File: src/neighbor_mean_3x3_filter_top_macros.svh
// Assertion helpers used by the filter's back end (nmf_back).
`ifndef NEIGHBOR_MEAN_3X3_FILTER_TOP_MACROS_SVH
`define NEIGHBOR_MEAN_3X3_FILTER_TOP_MACROS_SVH

// Same-cycle implication under reset.
`define NMF_ASSERT_HOLDS(label, clk, rst_n, ante, cons) \
    label: assert property (@(posedge clk) disable iff (!rst_n) (ante) |-> (cons)) \
        else $error("nmf: same-cycle check failed");

// Next-cycle implication under reset.
`define NMF_ASSERT_NEXT(label, clk, rst_n, ante, cons) \
    label: assert property (@(posedge clk) disable iff (!rst_n) (ante) |=> (cons)) \
        else $error("nmf: next-cycle check failed");

`endif

File: src/nmf_pkg.sv
`timescale 1ns / 1ps
// ----------------------------------------------------------------------------
// nmf_pkg
// Shared types, constants and helpers of the 3x3 neighbour mean filter.
// ----------------------------------------------------------------------------
package nmf_pkg;

    localparam int ROW_BITS       = 10;
    localparam int OUT_COL_BITS   = 5;
    localparam int MEAN_BITS      = 16;
    localparam int PIXEL_IN_BITS  = 8;
    localparam int CFG_INDEX_BITS = 2;
    localparam int CFG_DATA_BITS  = 11;
    localparam int FW_BITS        = 6;
    localparam int FH_BITS        = 11;
    localparam int CNT_BITS       = 4;

    localparam logic [FW_BITS-1:0] FW_RESET  = 6'd5;
    localparam logic [FH_BITS-1:0] FH_RESET  = 11'd5;
    localparam logic [FH_BITS-1:0] ROW_LIMIT = 11'd1024;

    localparam logic [CFG_INDEX_BITS-1:0] CFG_FRAME_WIDTH  = 2'd0;
    localparam logic [CFG_INDEX_BITS-1:0] CFG_FRAME_HEIGHT = 2'd1;

    // neighbour offset codes
    localparam logic [1:0] OFS_MINUS = 2'd0;
    localparam logic [1:0] OFS_ZERO  = 2'd1;
    localparam logic [1:0] OFS_PLUS  = 2'd2;

    typedef struct packed {
        logic up;
        logic down;
        logic left;
        logic right;
        logic last;
        logic done;
    } nmf_flags_t;

    localparam int FLAG_BITS = $bits(nmf_flags_t);

    typedef struct packed {
        logic [1:0] dr;
        logic [1:0] dc;
    } nmf_pos_t;

    function automatic logic [1:0] rmod_dec(input logic [1:0] m);
        return (m == 2'd0) ? 2'd2 : 2'(m - 2'd1);
    endfunction

    function automatic logic [1:0] rmod_inc(input logic [1:0] m);
        return (m == 2'd2) ? 2'd0 : 2'(m + 2'd1);
    endfunction

    // in-frame neighbour count: 3, 5 or 8
    function automatic logic [CNT_BITS-1:0] nb_count(input nmf_flags_t f);
        logic [CNT_BITS-1:0] nr;
        logic [CNT_BITS-1:0] nc;
        nr = CNT_BITS'(1) + CNT_BITS'(f.up) + CNT_BITS'(f.down);
        nc = CNT_BITS'(1) + CNT_BITS'(f.left) + CNT_BITS'(f.right);
        return CNT_BITS'(nr * nc) - CNT_BITS'(1);
    endfunction

    // raster walk over the 3x3 window, step 4 is the centre
    function automatic nmf_pos_t nb_pos(input logic [3:0] k);
        nmf_pos_t p;
        unique case (k)
            4'd0:    p = '{OFS_MINUS, OFS_MINUS};
            4'd1:    p = '{OFS_MINUS, OFS_ZERO};
            4'd2:    p = '{OFS_MINUS, OFS_PLUS};
            4'd3:    p = '{OFS_ZERO,  OFS_MINUS};
            4'd5:    p = '{OFS_ZERO,  OFS_PLUS};
            4'd6:    p = '{OFS_PLUS,  OFS_MINUS};
            4'd7:    p = '{OFS_PLUS,  OFS_ZERO};
            4'd8:    p = '{OFS_PLUS,  OFS_PLUS};
            default: p = '{OFS_ZERO,  OFS_ZERO};
        endcase
        return p;
    endfunction

endpackage

File: src/nmf_ram.sv
`timescale 1ns / 1ps
// ----------------------------------------------------------------------------
// nmf_ram
// Generic simple dual-port RAM, one write and one registered read port.
// ----------------------------------------------------------------------------
module nmf_ram #(
    parameter int WIDTH = 8,
    parameter int DEPTH = 96
) (
    input  logic                     clk,
    input  logic                     we,
    input  logic [$clog2(DEPTH)-1:0] waddr,
    input  logic [WIDTH-1:0]         wdata,
    input  logic [$clog2(DEPTH)-1:0] raddr,
    output logic [WIDTH-1:0]         rdata
);

    logic [WIDTH-1:0] mem [DEPTH];
    logic [WIDTH-1:0] rdata_reg;

    always_ff @(posedge clk)
    begin
        if (we)
        begin
            mem[waddr] <= wdata;
        end
        rdata_reg <= mem[raddr];
    end

    assign rdata = rdata_reg;

endmodule

File: src/nmf_front.sv
`timescale 1ns / 1ps
// ----------------------------------------------------------------------------
// nmf_front
// Config registers, raster position, line store write and job generation.
// ----------------------------------------------------------------------------
module nmf_front #(
    parameter int MAX_WIDTH  = 32,
    parameter int PIXEL_BITS = 8,
    parameter int CW         = 5,
    parameter int AW         = 7,
    parameter int JW         = 23
) (
    input  logic                                    clk,
    input  logic                                    rst_n,
    input  logic                                    cfg_we,
    input  logic [nmf_pkg::CFG_INDEX_BITS-1:0]      cfg_index,
    input  logic [nmf_pkg::CFG_DATA_BITS-1:0]       cfg_data,
    input  logic                                    push,
    input  logic [nmf_pkg::PIXEL_IN_BITS-1:0]       pixel,
    output logic                                    full,
    input  logic                                    drained,
    input  logic                                    q_space,
    output logic                                    ram_we,
    output logic [AW-1:0]                           ram_waddr,
    output logic [PIXEL_BITS-1:0]                   ram_wdata,
    output logic [3:0]                              job_valid,
    output logic [3:0][JW-1:0]                      job_data
);

    localparam int EW = (CW + 1 > nmf_pkg::FW_BITS) ? CW + 1 : nmf_pkg::FW_BITS;

    logic [nmf_pkg::FW_BITS-1:0]  width_reg;
    logic [nmf_pkg::FH_BITS-1:0]  height_reg;
    logic [CW-1:0]                col_reg;
    logic [nmf_pkg::ROW_BITS-1:0] row_reg;
    logic [1:0]                   rmod_reg;

    logic [EW-1:0]                w_ext;
    logic [EW-1:0]                w_eff;
    logic [nmf_pkg::FH_BITS-1:0]  h_eff;
    logic [CW-1:0]                last_col;
    logic [nmf_pkg::ROW_BITS-1:0] last_row;
    logic                         accept;
    logic                         at_rend;
    logic                         at_flast;
    logic [AW-1:0]                base;
    logic [3:0]                   jv;

    always_comb
    begin
        w_ext = EW'(width_reg);
        if (w_ext < EW'(2))
            w_eff = EW'(2);
        else if (w_ext > EW'(MAX_WIDTH))
            w_eff = EW'(MAX_WIDTH);
        else
            w_eff = w_ext;
        if (height_reg < 11'd2)
            h_eff = 11'd2;
        else if (height_reg > nmf_pkg::ROW_LIMIT)
            h_eff = nmf_pkg::ROW_LIMIT;
        else
            h_eff = height_reg;
    end

    assign last_col = CW'(w_eff - EW'(1));
    assign last_row = nmf_pkg::ROW_BITS'(h_eff - 11'd1);

    // a new row may only start once all older jobs have read the store
    assign full   = !q_space || ((col_reg == '0) && !drained);
    assign accept = push && !full;

    assign at_rend  = (col_reg == last_col);
    assign at_flast = (row_reg == last_row);

    always_comb
    begin
        unique case (rmod_reg)
            2'd0:    base = '0;
            2'd1:    base = AW'(MAX_WIDTH);
            default: base = AW'(2 * MAX_WIDTH);
        endcase
    end

    assign ram_we    = accept;
    assign ram_waddr = base + AW'(col_reg);
    assign ram_wdata = PIXEL_BITS'(pixel);

    function automatic logic [JW-1:0] pack_job(
        input logic [nmf_pkg::ROW_BITS-1:0] r,
        input logic [CW-1:0]                c,
        input logic [1:0]                   m,
        input logic [nmf_pkg::ROW_BITS-1:0] lr,
        input logic [CW-1:0]                lc,
        input logic                         lst
    );
        nmf_pkg::nmf_flags_t f;
        f.up    = (r != '0);
        f.down  = (r != lr);
        f.left  = (c != '0);
        f.right = (c != lc);
        f.last  = lst;
        f.done  = (r == lr) && (c == lc);
        return {r, c, m, f};
    endfunction

    always_comb
    begin
        jv[0] = (row_reg != '0) && (col_reg != '0);
        jv[1] = (row_reg != '0) && at_rend;
        jv[2] = at_flast && (col_reg != '0);
        jv[3] = at_flast && at_rend;
        job_valid = accept ? jv : 4'b0000;
        job_data[0] = pack_job(row_reg - 1'b1, col_reg - 1'b1,
                               nmf_pkg::rmod_dec(rmod_reg), last_row, last_col,
                               jv[3:1] == 3'b000);
        job_data[1] = pack_job(row_reg - 1'b1, col_reg,
                               nmf_pkg::rmod_dec(rmod_reg), last_row, last_col,
                               jv[3:2] == 2'b00);
        job_data[2] = pack_job(row_reg, col_reg - 1'b1, rmod_reg, last_row, last_col,
                               !jv[3]);
        job_data[3] = pack_job(row_reg, col_reg, rmod_reg, last_row, last_col, 1'b1);
    end

    always_ff @(posedge clk or negedge rst_n)
    begin
        if (!rst_n)
        begin
            width_reg  <= nmf_pkg::FW_RESET;
            height_reg <= nmf_pkg::FH_RESET;
            col_reg    <= '0;
            row_reg    <= '0;
            rmod_reg   <= 2'd0;
        end
        else if (cfg_we &&
                 (cfg_index == nmf_pkg::CFG_FRAME_WIDTH ||
                  cfg_index == nmf_pkg::CFG_FRAME_HEIGHT))
        begin
            if (cfg_index == nmf_pkg::CFG_FRAME_WIDTH)
                width_reg <= nmf_pkg::FW_BITS'(cfg_data);
            else
                height_reg <= cfg_data;
            col_reg  <= '0;
            row_reg  <= '0;
            rmod_reg <= 2'd0;
        end
        else if (accept)
        begin
            if (at_rend)
            begin
                col_reg <= '0;
                if (at_flast)
                begin
                    row_reg  <= '0;
                    rmod_reg <= 2'd0;
                end
                else
                begin
                    row_reg  <= row_reg + 1'b1;
                    rmod_reg <= nmf_pkg::rmod_inc(rmod_reg);
                end
            end
            else
            begin
                col_reg <= col_reg + 1'b1;
            end
        end
    end

endmodule

File: src/nmf_jobq.sv
`timescale 1ns / 1ps
// ----------------------------------------------------------------------------
// nmf_jobq
// Eight-deep job queue, up to four pushes and one pop per cycle.
// ----------------------------------------------------------------------------
module nmf_jobq #(
    parameter int JW = 23
) (
    input  logic                 clk,
    input  logic                 rst_n,
    input  logic [3:0]           push_valid,
    input  logic [3:0][JW-1:0]   push_data,
    input  logic                 pop,
    output logic [JW-1:0]        rd_data,
    output logic                 empty,
    output logic                 space4
);

    localparam int DEPTH = 8;
    localparam int PW    = $clog2(DEPTH);

    logic [JW-1:0]   mem [DEPTH];
    logic [PW-1:0]   wr_ptr_reg;
    logic [PW-1:0]   rd_ptr_reg;
    logic [PW:0]     count_reg;
    logic [3:0][PW-1:0] slot_ofs;
    logic [PW:0]     n_push;

    always_comb
    begin
        slot_ofs[0] = '0;
        for (int i = 1; i < 4; i++)
            slot_ofs[i] = slot_ofs[i-1] + PW'(push_valid[i-1]);
        n_push = (PW+1)'($countones(push_valid));
    end

    always_ff @(posedge clk)
    begin
        for (int i = 0; i < 4; i++)
        begin
            if (push_valid[i])
                mem[PW'(wr_ptr_reg + slot_ofs[i])] <= push_data[i];
        end
    end

    always_ff @(posedge clk or negedge rst_n)
    begin
        if (!rst_n)
        begin
            wr_ptr_reg <= '0;
            rd_ptr_reg <= '0;
            count_reg  <= '0;
        end
        else
        begin
            wr_ptr_reg <= wr_ptr_reg + PW'(n_push);
            if (pop)
                rd_ptr_reg <= rd_ptr_reg + 1'b1;
            count_reg <= count_reg + n_push - (PW+1)'(pop);
        end
    end

    assign rd_data = mem[rd_ptr_reg];
    assign empty   = (count_reg == '0);
    assign space4  = (count_reg <= (PW+1)'(DEPTH - 4));

endmodule

File: src/nmf_back.sv
`timescale 1ns / 1ps
// ----------------------------------------------------------------------------
// nmf_back
// Gathers a job's neighbours from the line store, divides, holds the word.
// ----------------------------------------------------------------------------
`include "neighbor_mean_3x3_filter_top_macros.svh"

module nmf_back #(
    parameter int MAX_WIDTH     = 32,
    parameter int PIXEL_BITS    = 8,
    parameter int FRACTION_BITS = 8,
    parameter int CW            = 5,
    parameter int AW            = 7,
    parameter int JW            = 23
) (
    input  logic                                  clk,
    input  logic                                  rst_n,
    input  logic [JW-1:0]                         job_data,
    input  logic                                  job_empty,
    output logic                                  job_pop,
    output logic                                  idle,
    output logic [AW-1:0]                         ram_raddr,
    input  logic [PIXEL_BITS-1:0]                 ram_rdata,
    input  logic                                  pop,
    output logic                                  empty,
    output logic [nmf_pkg::MEAN_BITS-1:0]         mean_q8,
    output logic [nmf_pkg::ROW_BITS-1:0]          out_row,
    output logic [nmf_pkg::OUT_COL_BITS-1:0]      out_col,
    output logic                                  last_of_run,
    output logic                                  frame_done
);

    localparam int SW  = PIXEL_BITS + 3;
    localparam int DW  = SW + FRACTION_BITS;
    localparam int DCW = $clog2(DW + 1);
    localparam int FB  = nmf_pkg::FLAG_BITS;

    typedef enum logic [3:0] {
        ST_IDLE   = 4'b0001,
        ST_GATHER = 4'b0010,
        ST_DIVIDE = 4'b0100,
        ST_WAIT   = 4'b1000
    } back_state_t;

    back_state_t state_reg, state_next;

    logic [JW-1:0]                 job_reg;
    logic [3:0]                    step_reg, step_next;
    logic                          rdv_reg, rdv_next;
    logic [SW-1:0]                 acc_reg, acc_next;
    logic [3:0]                    rem_reg, rem_next;
    logic [DW-1:0]                 dq_reg, dq_next;
    logic [DCW-1:0]                dcnt_reg, dcnt_next;
    logic [nmf_pkg::CNT_BITS-1:0]  cnt_reg;
    logic                          out_valid_reg, out_valid_next;
    logic [nmf_pkg::MEAN_BITS-1:0] mean_reg;
    logic [nmf_pkg::ROW_BITS-1:0]  orow_reg;
    logic [nmf_pkg::OUT_COL_BITS-1:0] ocol_reg;
    logic                          olast_reg;
    logic                          odone_reg;

    logic [nmf_pkg::ROW_BITS-1:0]  j_row;
    logic [CW-1:0]                 j_col;
    logic [1:0]                    j_rmod;
    nmf_pkg::nmf_flags_t           j_flags;
    nmf_pkg::nmf_pos_t             pos;
    logic                          pos_ok;
    logic [1:0]                    rd_rmod;
    logic [CW-1:0]                 rd_col;
    logic [AW-1:0]                 rd_base;
    logic [SW-1:0]                 acc_sum;
    logic [4:0]                    trial;
    logic                          ge;
    logic                          out_load;

    assign j_row   = job_reg[JW-1 -: nmf_pkg::ROW_BITS];
    assign j_col   = job_reg[FB + 2 +: CW];
    assign j_rmod  = job_reg[FB +: 2];
    assign j_flags = nmf_pkg::nmf_flags_t'(job_reg[FB-1:0]);

    // address of the window position under the step counter
    always_comb
    begin
        pos = nmf_pkg::nb_pos(step_reg);
        pos_ok = 1'b1;
        rd_rmod = j_rmod;
        rd_col  = j_col;
        unique case (pos.dr)
            nmf_pkg::OFS_MINUS: begin pos_ok = j_flags.up;
                                      rd_rmod = nmf_pkg::rmod_dec(j_rmod); end
            nmf_pkg::OFS_PLUS:  begin pos_ok = j_flags.down;
                                      rd_rmod = nmf_pkg::rmod_inc(j_rmod); end
            default: ;
        endcase
        unique case (pos.dc)
            nmf_pkg::OFS_MINUS: begin pos_ok = pos_ok && j_flags.left;
                                      rd_col = j_col - 1'b1; end
            nmf_pkg::OFS_PLUS:  begin pos_ok = pos_ok && j_flags.right;
                                      rd_col = j_col + 1'b1; end
            default: ;
        endcase
        if (pos.dr == nmf_pkg::OFS_ZERO && pos.dc == nmf_pkg::OFS_ZERO)
            pos_ok = 1'b0;
        unique case (rd_rmod)
            2'd0:    rd_base = '0;
            2'd1:    rd_base = AW'(MAX_WIDTH);
            default: rd_base = AW'(2 * MAX_WIDTH);
        endcase
    end

    assign ram_raddr = rd_base + AW'(rd_col);
    assign acc_sum   = acc_reg + (rdv_reg ? SW'(ram_rdata) : SW'(0));

    assign trial = {rem_reg, dq_reg[DW-1]};
    assign ge    = (trial >= {1'b0, cnt_reg});

    assign idle     = (state_reg == ST_IDLE);
    assign job_pop  = idle && !job_empty;
    assign out_load = (state_reg == ST_WAIT) && (!out_valid_reg || pop);

    always_comb
    begin
        state_next     = state_reg;
        step_next      = step_reg;
        rdv_next       = 1'b0;
        acc_next       = acc_reg;
        rem_next       = rem_reg;
        dq_next        = dq_reg;
        dcnt_next      = dcnt_reg;
        out_valid_next = out_valid_reg && !pop;
        unique case (state_reg)
            ST_IDLE:
            begin
                if (!job_empty)
                begin
                    state_next = ST_GATHER;
                    step_next  = 4'd0;
                    acc_next   = '0;
                end
            end
            ST_GATHER:
            begin
                acc_next  = acc_sum;
                rdv_next  = (step_reg < 4'd9) && pos_ok;
                step_next = step_reg + 1'b1;
                if (step_reg == 4'd9)
                begin
                    state_next = ST_DIVIDE;
                    rem_next   = 4'd0;
                    dq_next    = DW'(acc_sum) << FRACTION_BITS;
                    dcnt_next  = DCW'(DW);
                end
            end
            ST_DIVIDE:
            begin
                rem_next  = ge ? 4'(trial - {1'b0, cnt_reg}) : trial[3:0];
                dq_next   = {dq_reg[DW-2:0], ge};
                dcnt_next = dcnt_reg - 1'b1;
                if (dcnt_reg == DCW'(1))
                    state_next = ST_WAIT;
            end
            ST_WAIT:
            begin
                if (out_load)
                begin
                    out_valid_next = 1'b1;
                    state_next     = ST_IDLE;
                end
            end
            default:
            begin
                state_next = ST_IDLE;
            end
        endcase
    end

    always_ff @(posedge clk or negedge rst_n)
    begin
        if (!rst_n)
        begin
            state_reg     <= ST_IDLE;
            out_valid_reg <= 1'b0;
            rdv_reg       <= 1'b0;
        end
        else
        begin
            state_reg     <= state_next;
            out_valid_reg <= out_valid_next;
            rdv_reg       <= rdv_next;
        end
    end

    always_ff @(posedge clk)
    begin
        step_reg <= step_next;
        acc_reg  <= acc_next;
        rem_reg  <= rem_next;
        dq_reg   <= dq_next;
        dcnt_reg <= dcnt_next;
        if (job_pop)
        begin
            job_reg <= job_data;
            cnt_reg <= nmf_pkg::nb_count(nmf_pkg::nmf_flags_t'(job_data[FB-1:0]));
        end
        if (out_load)
        begin
            mean_reg  <= nmf_pkg::MEAN_BITS'(dq_reg);
            orow_reg  <= j_row;
            ocol_reg  <= nmf_pkg::OUT_COL_BITS'(j_col);
            olast_reg <= j_flags.last;
            odone_reg <= j_flags.done;
        end
    end

    assign empty       = !out_valid_reg;
    assign mean_q8     = mean_reg;
    assign out_row     = orow_reg;
    assign out_col     = ocol_reg;
    assign last_of_run = olast_reg;
    assign frame_done  = odone_reg;

    `NMF_ASSERT_HOLDS(a_div_count, clk, rst_n, state_reg == ST_DIVIDE, cnt_reg == 4'd3 || cnt_reg == 4'd5 || cnt_reg == 4'd8)
    `NMF_ASSERT_HOLDS(a_gather_step, clk, rst_n, state_reg == ST_GATHER, step_reg <= 4'd9)
    `NMF_ASSERT_NEXT(a_job_taken, clk, rst_n, job_pop, state_reg == ST_GATHER)

endmodule

File: src/neighbor_mean_3x3_filter_top.sv
`timescale 1ns / 1ps
// ----------------------------------------------------------------------------
// neighbor_mean_3x3_filter_top
// Streaming 3x3 neighbour mean (centre excluded) over a raster pixel stream.
// ----------------------------------------------------------------------------
//
//  channel   handshake          word
//  -------   ----------------   ------------------------------------------
//  config    cfg_we             cfg_index, cfg_data (0 width, 1 height)
//  pixels    push / full        pixel
//  results   pop / empty        mean_q8, out_row, out_col, last_of_run,
//                               frame_done
//
//  A pixel is taken while full is low; it is written to the line store and its
//  completed targets (0 to 4) enter an eight-deep job queue.
//  In the back end each result takes a walk over the nine window positions,
//  using the single read port, then a bit-serial divide by the neighbour count.
//  full rises while the queue lacks room for four jobs, and at the first
//  pixel of every row until all older jobs are done, so a row never
//  overwrites store contents still being read.
//  Reset is asynchronous; the line store needs no clearing pass.
//  Results wait in an output register, so a stalled pop only holds the back.
//
module neighbor_mean_3x3_filter_top #(
    parameter int MAX_WIDTH     = 32,
    parameter int PIXEL_BITS    = 8,
    parameter int FRACTION_BITS = 8
) (
    input  logic                                  clk,
    input  logic                                  rst_n,
    input  logic                                  cfg_we,
    input  logic [nmf_pkg::CFG_INDEX_BITS-1:0]    cfg_index,
    input  logic [nmf_pkg::CFG_DATA_BITS-1:0]     cfg_data,
    input  logic                                  push,
    output logic                                  full,
    input  logic [nmf_pkg::PIXEL_IN_BITS-1:0]     pixel,
    output logic                                  empty,
    input  logic                                  pop,
    output logic [nmf_pkg::MEAN_BITS-1:0]         mean_q8,
    output logic [nmf_pkg::ROW_BITS-1:0]          out_row,
    output logic [nmf_pkg::OUT_COL_BITS-1:0]      out_col,
    output logic                                  last_of_run,
    output logic                                  frame_done
);

    // column index, store address and packed job widths
    localparam int CW    = $clog2(MAX_WIDTH);
    localparam int DEPTH = 3 * MAX_WIDTH;
    localparam int AW    = $clog2(DEPTH);
    localparam int JW    = nmf_pkg::ROW_BITS + CW + 2 + nmf_pkg::FLAG_BITS;

    logic                   ram_we;
    logic [AW-1:0]          ram_waddr;
    logic [PIXEL_BITS-1:0]  ram_wdata;
    logic [AW-1:0]          ram_raddr;
    logic [PIXEL_BITS-1:0]  ram_rdata;
    logic [3:0]             job_valid;
    logic [3:0][JW-1:0]     job_data;
    logic [JW-1:0]          q_data;
    logic                   q_empty;
    logic                   q_space;
    logic                   q_pop;
    logic                   back_idle;
    logic                   drained;

    // nothing queued and nothing in flight in the back end
    assign drained = q_empty && back_idle;

    nmf_front #(
        .MAX_WIDTH  (MAX_WIDTH),
        .PIXEL_BITS (PIXEL_BITS),
        .CW         (CW),
        .AW         (AW),
        .JW         (JW)
    ) u_front (
        .clk       (clk),
        .rst_n     (rst_n),
        .cfg_we    (cfg_we),
        .cfg_index (cfg_index),
        .cfg_data  (cfg_data),
        .push      (push),
        .pixel     (pixel),
        .full      (full),
        .drained   (drained),
        .q_space   (q_space),
        .ram_we    (ram_we),
        .ram_waddr (ram_waddr),
        .ram_wdata (ram_wdata),
        .job_valid (job_valid),
        .job_data  (job_data)
    );

    // three rows of pixels, row r held in bank r mod 3
    nmf_ram #(
        .WIDTH (PIXEL_BITS),
        .DEPTH (DEPTH)
    ) u_line_store (
        .clk   (clk),
        .we    (ram_we),
        .waddr (ram_waddr),
        .wdata (ram_wdata),
        .raddr (ram_raddr),
        .rdata (ram_rdata)
    );

    nmf_jobq #(
        .JW (JW)
    ) u_jobq (
        .clk        (clk),
        .rst_n      (rst_n),
        .push_valid (job_valid),
        .push_data  (job_data),
        .pop        (q_pop),
        .rd_data    (q_data),
        .empty      (q_empty),
        .space4     (q_space)
    );

    nmf_back #(
        .MAX_WIDTH     (MAX_WIDTH),
        .PIXEL_BITS    (PIXEL_BITS),
        .FRACTION_BITS (FRACTION_BITS),
        .CW            (CW),
        .AW            (AW),
        .JW            (JW)
    ) u_back (
        .clk         (clk),
        .rst_n       (rst_n),
        .job_data    (q_data),
        .job_empty   (q_empty),
        .job_pop     (q_pop),
        .idle        (back_idle),
        .ram_raddr   (ram_raddr),
        .ram_rdata   (ram_rdata),
        .pop         (pop),
        .empty       (empty),
        .mean_q8     (mean_q8),
        .out_row     (out_row),
        .out_col     (out_col),
        .last_of_run (last_of_run),
        .frame_done  (frame_done)
    );

endmodule
File: config.mk
export PLATFORM = sky130hd
export DESIGN_NAME = neighbor_mean_3x3_filter_top
export DESIGN_NICKNAME = d
export VERILOG_FILES = /design/src/nmf_pkg.sv /design/src/nmf_ram.sv /design/src/nmf_front.sv /design/src/nmf_jobq.sv /design/src/nmf_back.sv /design/src/neighbor_mean_3x3_filter_top.sv
export VERILOG_INCLUDE_DIRS = /design/src /design/src/src
export SDC_FILE = /design/constraint.sdc
export NUM_CORES = 2
export LEC_CHECK = 0
export ABC_CLOCK_PERIOD_IN_PS = 8300
export BUFFER_PORTS_ARGS = -buffer_cell sky130_fd_sc_hd__clkbuf_2
export CAP_MARGIN = 20
export CORE_MARGIN = 3
export CORE_UTILIZATION = 59
export CTS_CLUSTER_SIZE = 40
export DETAILED_ROUTE_END_ITERATION = 12
export GPL_TIMING_DRIVEN = 0
export MAX_ROUTING_LAYER = met4
export PLACE_DENSITY = 0.75
export SYNTH_ARGS = -nofsm -noshare
export SYNTH_HDL_FRONTEND = slang
export SYNTH_SLANG_ARGS = --single-unit
File: constraint.sdc
create_clock -name clk -period 8.3 [get_ports clk]
set_clock_uncertainty 0.05 [all_clocks]
set_input_delay 1.66 -clock clk [delete_from_list [all_inputs] [get_ports clk]]
set_output_delay 1.66 -clock clk [all_outputs]
set_load 0.01 [all_outputs]
Word-level counts from Yosys, hierarchy flattened

Memory sizes are Yosys's and may differ from the RTL's. A register that Yosys moved wholly into a read port is not among the register bits.
Cells that the tools add are included.

Flip-flop bits (word level): 153
Input bits: 26
Word-level logic and storage cells: 207
Output and inout bits: 35
Bits in writable memories: 952
Bits in read-only memories: 64
Memories kept: 3

Multiplexer cells: 58
Magnitude comparators: 7
Add/subtract/negate cells: 35
$mul: 1
Reductions and logical operators: 52
Bitwise gates (word level): 1
Eq/ne operators: 27

Memory list:

| memory           | depth | width | read ports | clocked after Yosys merged registers in | wr ports | RTL line       | RTL |
|---|---|---|---|---|---|---|---|
| u_line_store.mem | 96    | 8     | 1          | 1                                       | 1        | nmf_ram.sv:18  | `logic [WIDTH-1:0] mem [DEPTH];` |
| u_jobq.mem       | 8     | 23    | 1          | 0                                       | 4        | nmf_jobq.sv:22 | `logic [JW-1:0] mem [DEPTH];` |
| (no name shown)  | 16    | 4     | 1          | 1                                       | 0        | nmf_pkg.sv:66  | `unique case (k)` |

Operators with widths:

| kind                  | number |
|---|---|
| $mux 10               | 6 |
| $pmux 19 s2           | 1 |
| $mux 4                | 9 |
| $mux 5                | 6 |
| $pmux 7 s2            | 2 |
| $pmux 11 s2           | 1 |
| $eq 10x10->1          | 2 |
| $ne 10x10->1          | 2 |
| $pmux 5 s2            | 2 |
| $reduce_bool 10->1    | 2 |
| $sub 10x1->10 const B | 2 |
| $sub 5x1->5 const B   | 4 |
| $mux 19               | 1 |
| $logic_and 1x1->1     | 18 |
| $mux 2                | 8 |
| $pmux 4 s2            | 2 |
| $pmux 4 s4            | 1 |
| $add 7x5->7           | 2 |
| $logic_not 2->1       | 7 |
| $mux 1                | 14 |
| $add 11x11->11        | 1 |
| $gt 11x11->1 const B  | 1 |
| $lt 11x2->1 const B   | 1 |
| $mux 11               | 1 |
| other kinds (45)      | 85 |

Logic depth before layout (Yosys ltp)

Word-level depth: 12
Mapped depth: 25
Mapped depth without buffers: 21

Hierarchy

A second synthesis with hierarchy kept.

Cell total of the unflattened synthesis: 3657
Area, all modules: 52582.9 µm²

Modules (own cells, without submodules):

| module                       | area an instance (µm²) | cells each | times used | seq. area each (µm²) |
|---|---|---|---|---|
| nmf_ram                      | 30067.6                | 1437       | 1          | 23222.3 |
| nmf_jobq                     | 13544.2                | 1371       | 1          | 5775.5 |
| nmf_back                     | 5270.1                 | 403        | 1          | 3324.4 |
| nmf_front                    | 3694.8                 | 445        | 1          | 855.8 |
| neighbor_mean_3x3_filter_top | 6.3                    | 1          | 1          | 0.0 |

Least setup slack after synthesis

No wires, ideal clock.

Kind: reg-to-reg
Start: register u_front.height_reg[6] (netlist bit)
End: memory u_jobq.mem[1][0] (enable)
Arrival time: 6.198 ns
Path slack: 1.670 ns
Data required time: 7.868 ns
Buffers on the path: 3
Stages on the path, launching flop included: 22
Setup time: 0.382 ns
Path through: dfrtp_1 -> buf_2 -> or4_4 -> o311ai_0 -> ha_1 -> clkbuf_1 -> nor2b_1 -> a221oi_1 -> o211ai_1 -> nor3_1 -> nand3_1 -> nor2_1 -> inv_1 -> fa_1 -> fa_1 -> xor2_1 -> nand2_1 -> nor3_1 -> nand3_1 -> or3_1 -> clkbuf_1 -> nand3_1

RTL lines:

| element                | RTL line         | RTL |
|---|---|---|
| start, declared        | nmf_front.sv:33  | `logic [nmf_pkg::FH_BITS-1:0] height_reg;` |
| start signal, assigned | nmf_front.sv:130 | `height_reg <= nmf_pkg::FH_RESET;` |
| start signal, assigned | nmf_front.sv:142 | `height_reg <= cfg_data;` |
| end, declared          | nmf_jobq.sv:22   |  |

==> reports/metrics.csv <==
stage;metric;value;unit
drt;vias per inst;6.67;
logic_synthesis;EDFF count, synth;1047;
drt;drt pass-1 iters;6;
logic_synthesis;top post-synthesis cells by area;edfxtp_1, mux4_2, mux2i_1, dfrtp_1, xnor2_1;
finish;fin nets;3273;
global_route;M1 GR Usage;43.4;%
global_route;antenna violations before repair;2;
finish;multi-input logic area;15200;um^2
finish;design area;55100;um^2
worst_setup_path;Worst setup endpoint;u_jobq.mem[3][8]$_DFFE_PP_;
logic_synthesis;combinational family with the most area after synthesis;multiplexers;
global_route;busiest grt layer;met2;
die;row count;105;
clocking;clk_lat worst skew;0.68;ns
logic_synthesis;Mapped Nets;3065;
worst_setup_path;worst r2r path cells;22;
logic_synthesis;Synth top area share;64.0;%
worst_setup_path;CP top delay family;buffers and inverters;
worst_setup_path;reg-to-reg slack, setup;0.38;ns
clocking;clk slew on worst S/H paths;0.06;ns
sta;worst slew pin tran;1.26;ns
worst_setup_path;max incr delay on CP;0.78;ns
logic_synthesis;multiplexer area fraction after synthesis;14.8;%
worst_setup_path;FF-to-FF End;u_jobq.mem[3][8]$_DFFE_PP_;
drt;initial DRC count;4304;
run;max cap viols;0;
worst_setup_path;critical path depth in cells;22;
logic_synthesis;Mean Syn Cell Area;16.6;um^2
global_route;pin count of the biggest net entering global routing;97;
sta;worst hold slack;0.363;ns
placement;post-DP HPWL;87200;um
sta;final hold violations;0;
pwr;Pleak;18.4;nW
worst_setup_path;CP required;8.48;ns
die;core area;82200;um^2
logic_synthesis;Post-Synthesis Cell Area;49100;um^2
clocking;H-tree levels;3;
worst_setup_path;Critical Path End Type;flop;
drt;Routed Antenna Nets;0;
global_route;grt ovf;0;
worst_setup_path;CP Launch Point;u_front.col_reg[0]$_DFFE_PN0P_;
logic_synthesis;Post-Synth Adder-Cell Area;2.03;%
worst_setup_path;crit path launch type;flop;
sta;Final min period;7.92;ns
pwr;maximum VDD drop;0.282;mV
worst_setup_path;crit path max fanout;22;
worst_setup_path;Worst R2R Start;u_front.col_reg[0]$_DFFE_PN0P_;
logic_synthesis;Post-Synth XOR/XNOR Area;2.90;%
worst_setup_path;Buf/Inv on CP;7;
clocking;clock tree buffer depth;3;
logic_synthesis;synth warn;0;
worst_setup_path;Critical-path top delay cell;clkbuf_1;
global_route;met3 track demand over resource;8.39;%
worst_setup_path;critical-path cell list;buf_1 > inv_1 > ha_1 > clkbuf_1 > nor4b_2 > clkbuf_1 > o21ai_0 > a21oi_1 > nor2_1 > nand4_1 > inv_1 > ha_1 > inv_1 > fa_1 > fa_1 > xor2_1 > nand2b_1 > nor2_1 > and4_1 > nand3_1 > clkbuf_1 > nand3_4;
logic_synthesis;Synth Area in Compound Gates;4.23;%
sta;Finish-stage setup viols;0;
finish;layout cell share with drive strength beyond 1;19.7;%
logic_synthesis;top-count cell post-synth;edfxtp_1;
global_route;number of global-route vias before repair;29123;
die;Die ar.;86700;um^2
global_route;first-pass GRT wire length;191000;um
clocking;CTS tree;built;
worst_setup_path;CP arrival;8.11;ns
worst_setup_path;crit path kind;reg -> reg;
sta;RSZ-0062 raised after global routing;no;
global_route;Overall Global Routing Usage;31.4;%
global_route;met2 Track Usage GR;46.5;%
sta;max-slew violation total from the final report;0;
drt;DRC Markers;0;
clocking;root buffer cell;clkbuf_16;
min_path;min-delay src;u_back.job_reg[16]$_DFFE_PP_;
die;# IOs;61;
placement;Final GP Congestion;0.984;
sta;fmax;0.126;GHz
drt;Routed WL;130000;um
logic_synthesis;unique cell type count in the Yosys netlist;77;
logic_synthesis;sequential fraction of the synthesis area;67.4;%
logic_synthesis;simple-gate share of the synthesized area;6.65;%
logic_synthesis;flops & latches, synth;1117;
logic_synthesis;leading area contributor after synthesis;edfxtp_1;
run_status;run status;finished, final reports clean;
min_path;worst hold path type;reg -> reg;
drt;routed len/inst;30.0;um
placement;Port Buf Inserts;60;
pwr;power density over cell area;381;nW/um^2
sta;final worst-path cycle share;95.5;%
clocking;CTS buffer count;109;
logic_synthesis;top post-synthesis cells by count;edfxtp_1, mux4_2, nor2_1, clkbuf_1, xnor2_1;
logic_synthesis;Mapped Cells;2966;
clocking;CTS Sinks;1117;
finish;Largest register FFs;768;
die;Initial Util;59.7;%
die;Die Height;294;um
logic_synthesis;FFs w/ async S/R, synth;4.48;%
placement;Post-DP Area;51200;um^2
finish;Synth-to-Final Area Change;12.3;%
die;Die W;294;um
finish;fillers;5447;
logic_synthesis;Synth Flop Type;edfxtp_1;
drt;DR vias;28942;
sta;Max-slew headroom;15.9;%
finish;register area;33100;um^2
[final cells by class]
class	count	share of cell area, %
plain buffers	172	1.23
clock inverters	80	1.50
well taps	1070	2.43
flip-flops and latches	1117	60.0
inverters	74	0.504
multi-input cells	1602	27.5
repair buffers	98	1.63
clock buffers	125	5.10
diodes	2	0.00908
[report_power, final]
group / leakage (nW) / switching (mW) / total (mW) / internal, mW
registers: 10.2 / 0.167 / 6.77 / 6.61
clock network: 1.76 / 2.14 / 5.04 / 2.90
logic: 6.39 / 5.34 / 9.17 / 3.83
[per-layer routing]
layer | routed length (um) | vias up
li1 | - | 12122
met1 | 49900 | 14678
met2 | 60100 | 1856
met3 | 16300 | 286
met4 | 3860 | 0
met5 | 0 | -
[worst min path at each step]
stage / cells after the start / endpoint / slack [ns]
finish: 0 / u_back.out_row[3]$_DFFE_PP_ / 0.36
global route: 0 / u_back.out_row[9]$_DFFE_PP_ / 0.37
CTS: 0 / u_back.out_row[3]$_DFFE_PP_ / 0.36
detailed placement: 0 / u_back.out_row[3]$_DFFE_PP_ / 0.36
global placement: 0 / u_back.out_row[5]$_DFFE_PP_ / 0.36
floorplan: 0 / u_back.frame_done$_DFFE_PP_ / 0.35
[metrics by stage]
stage | std cells | utilization, % | power [mW] | setup WS (ns) | setup TNS (ns)
2_1_floorplan | 2966 | - | 12.7 | 1.67 | 0
3_3_place_gp | 4096 | 61.7 | 15.5 | -1.21 | -166.75
3_5_place_dp | 4114 | 62.2 | 15.8 | -0.885 | -92.44
4_1_cts | 4322 | 66.8 | 20.8 | 0.00222 | 0
5_1_grt | 4340 | 67.0 | 21.8 | 0.0103 | 0
6_report | 4340 | 67.0 | 21.0 | 0.377 | 0
[kinds of logic after synthesis]
kind of cell,Yosys count
flip-flops,1117
XOR/XNOR,158
buffers and inverters,247
adder cells (fa/ha/maj),73
AND/OR/NAND/NOR,639
AO/OA/AOI/OAI,319
multiplexers,413
[worst reg2reg max path, delay by kind of cell (launching register included)]
kind	cells	cell delay, ns
AO/OA/AOI/OAI	2	0.40
AND/OR/NAND/NOR	8	2.08
buffers and inverters	7	2.82
XOR/XNOR	1	0.20
flip-flops	1	0.46
adder cells (fa/ha/maj)	4	1.45
[cell usage in the layout (no fill, tap or decap), drive strengths merged, types with 18 or more instances in the layout]
| cell | instances |
|---|---|
| a211oi | 31 |
| a21oi | 64 |
| a31oi | 24 |
| and2 | 23 |
| buf | 92 |
| clkbuf | 303 |
| clkinv | 53 |
| dfrtp | 45 |
| dfxtp | 20 |
| edfxtp | 1047 |
| ha | 62 |
| inv | 77 |
| mux2 | 51 |
| mux2i | 116 |
| mux4 | 246 |
| nand2 | 78 |
| nand3 | 74 |
| nor2 | 199 |
| nor2b | 34 |
| nor3 | 83 |
| nor4 | 22 |
| o21ai | 76 |
| o22ai | 26 |
| or3 | 23 |
| or4 | 18 |
| xnor2 | 117 |
| xor2 | 38 |
[timing repair]
action                                  4_1_cts  5_1_grt
resized for setup                            13       10
hold buffers                                  0        0
pin swaps                                     2        1
setup buffers                                 3        2
endpoints found under the setup margin      200      297
(Power assumes the default switching activity.)
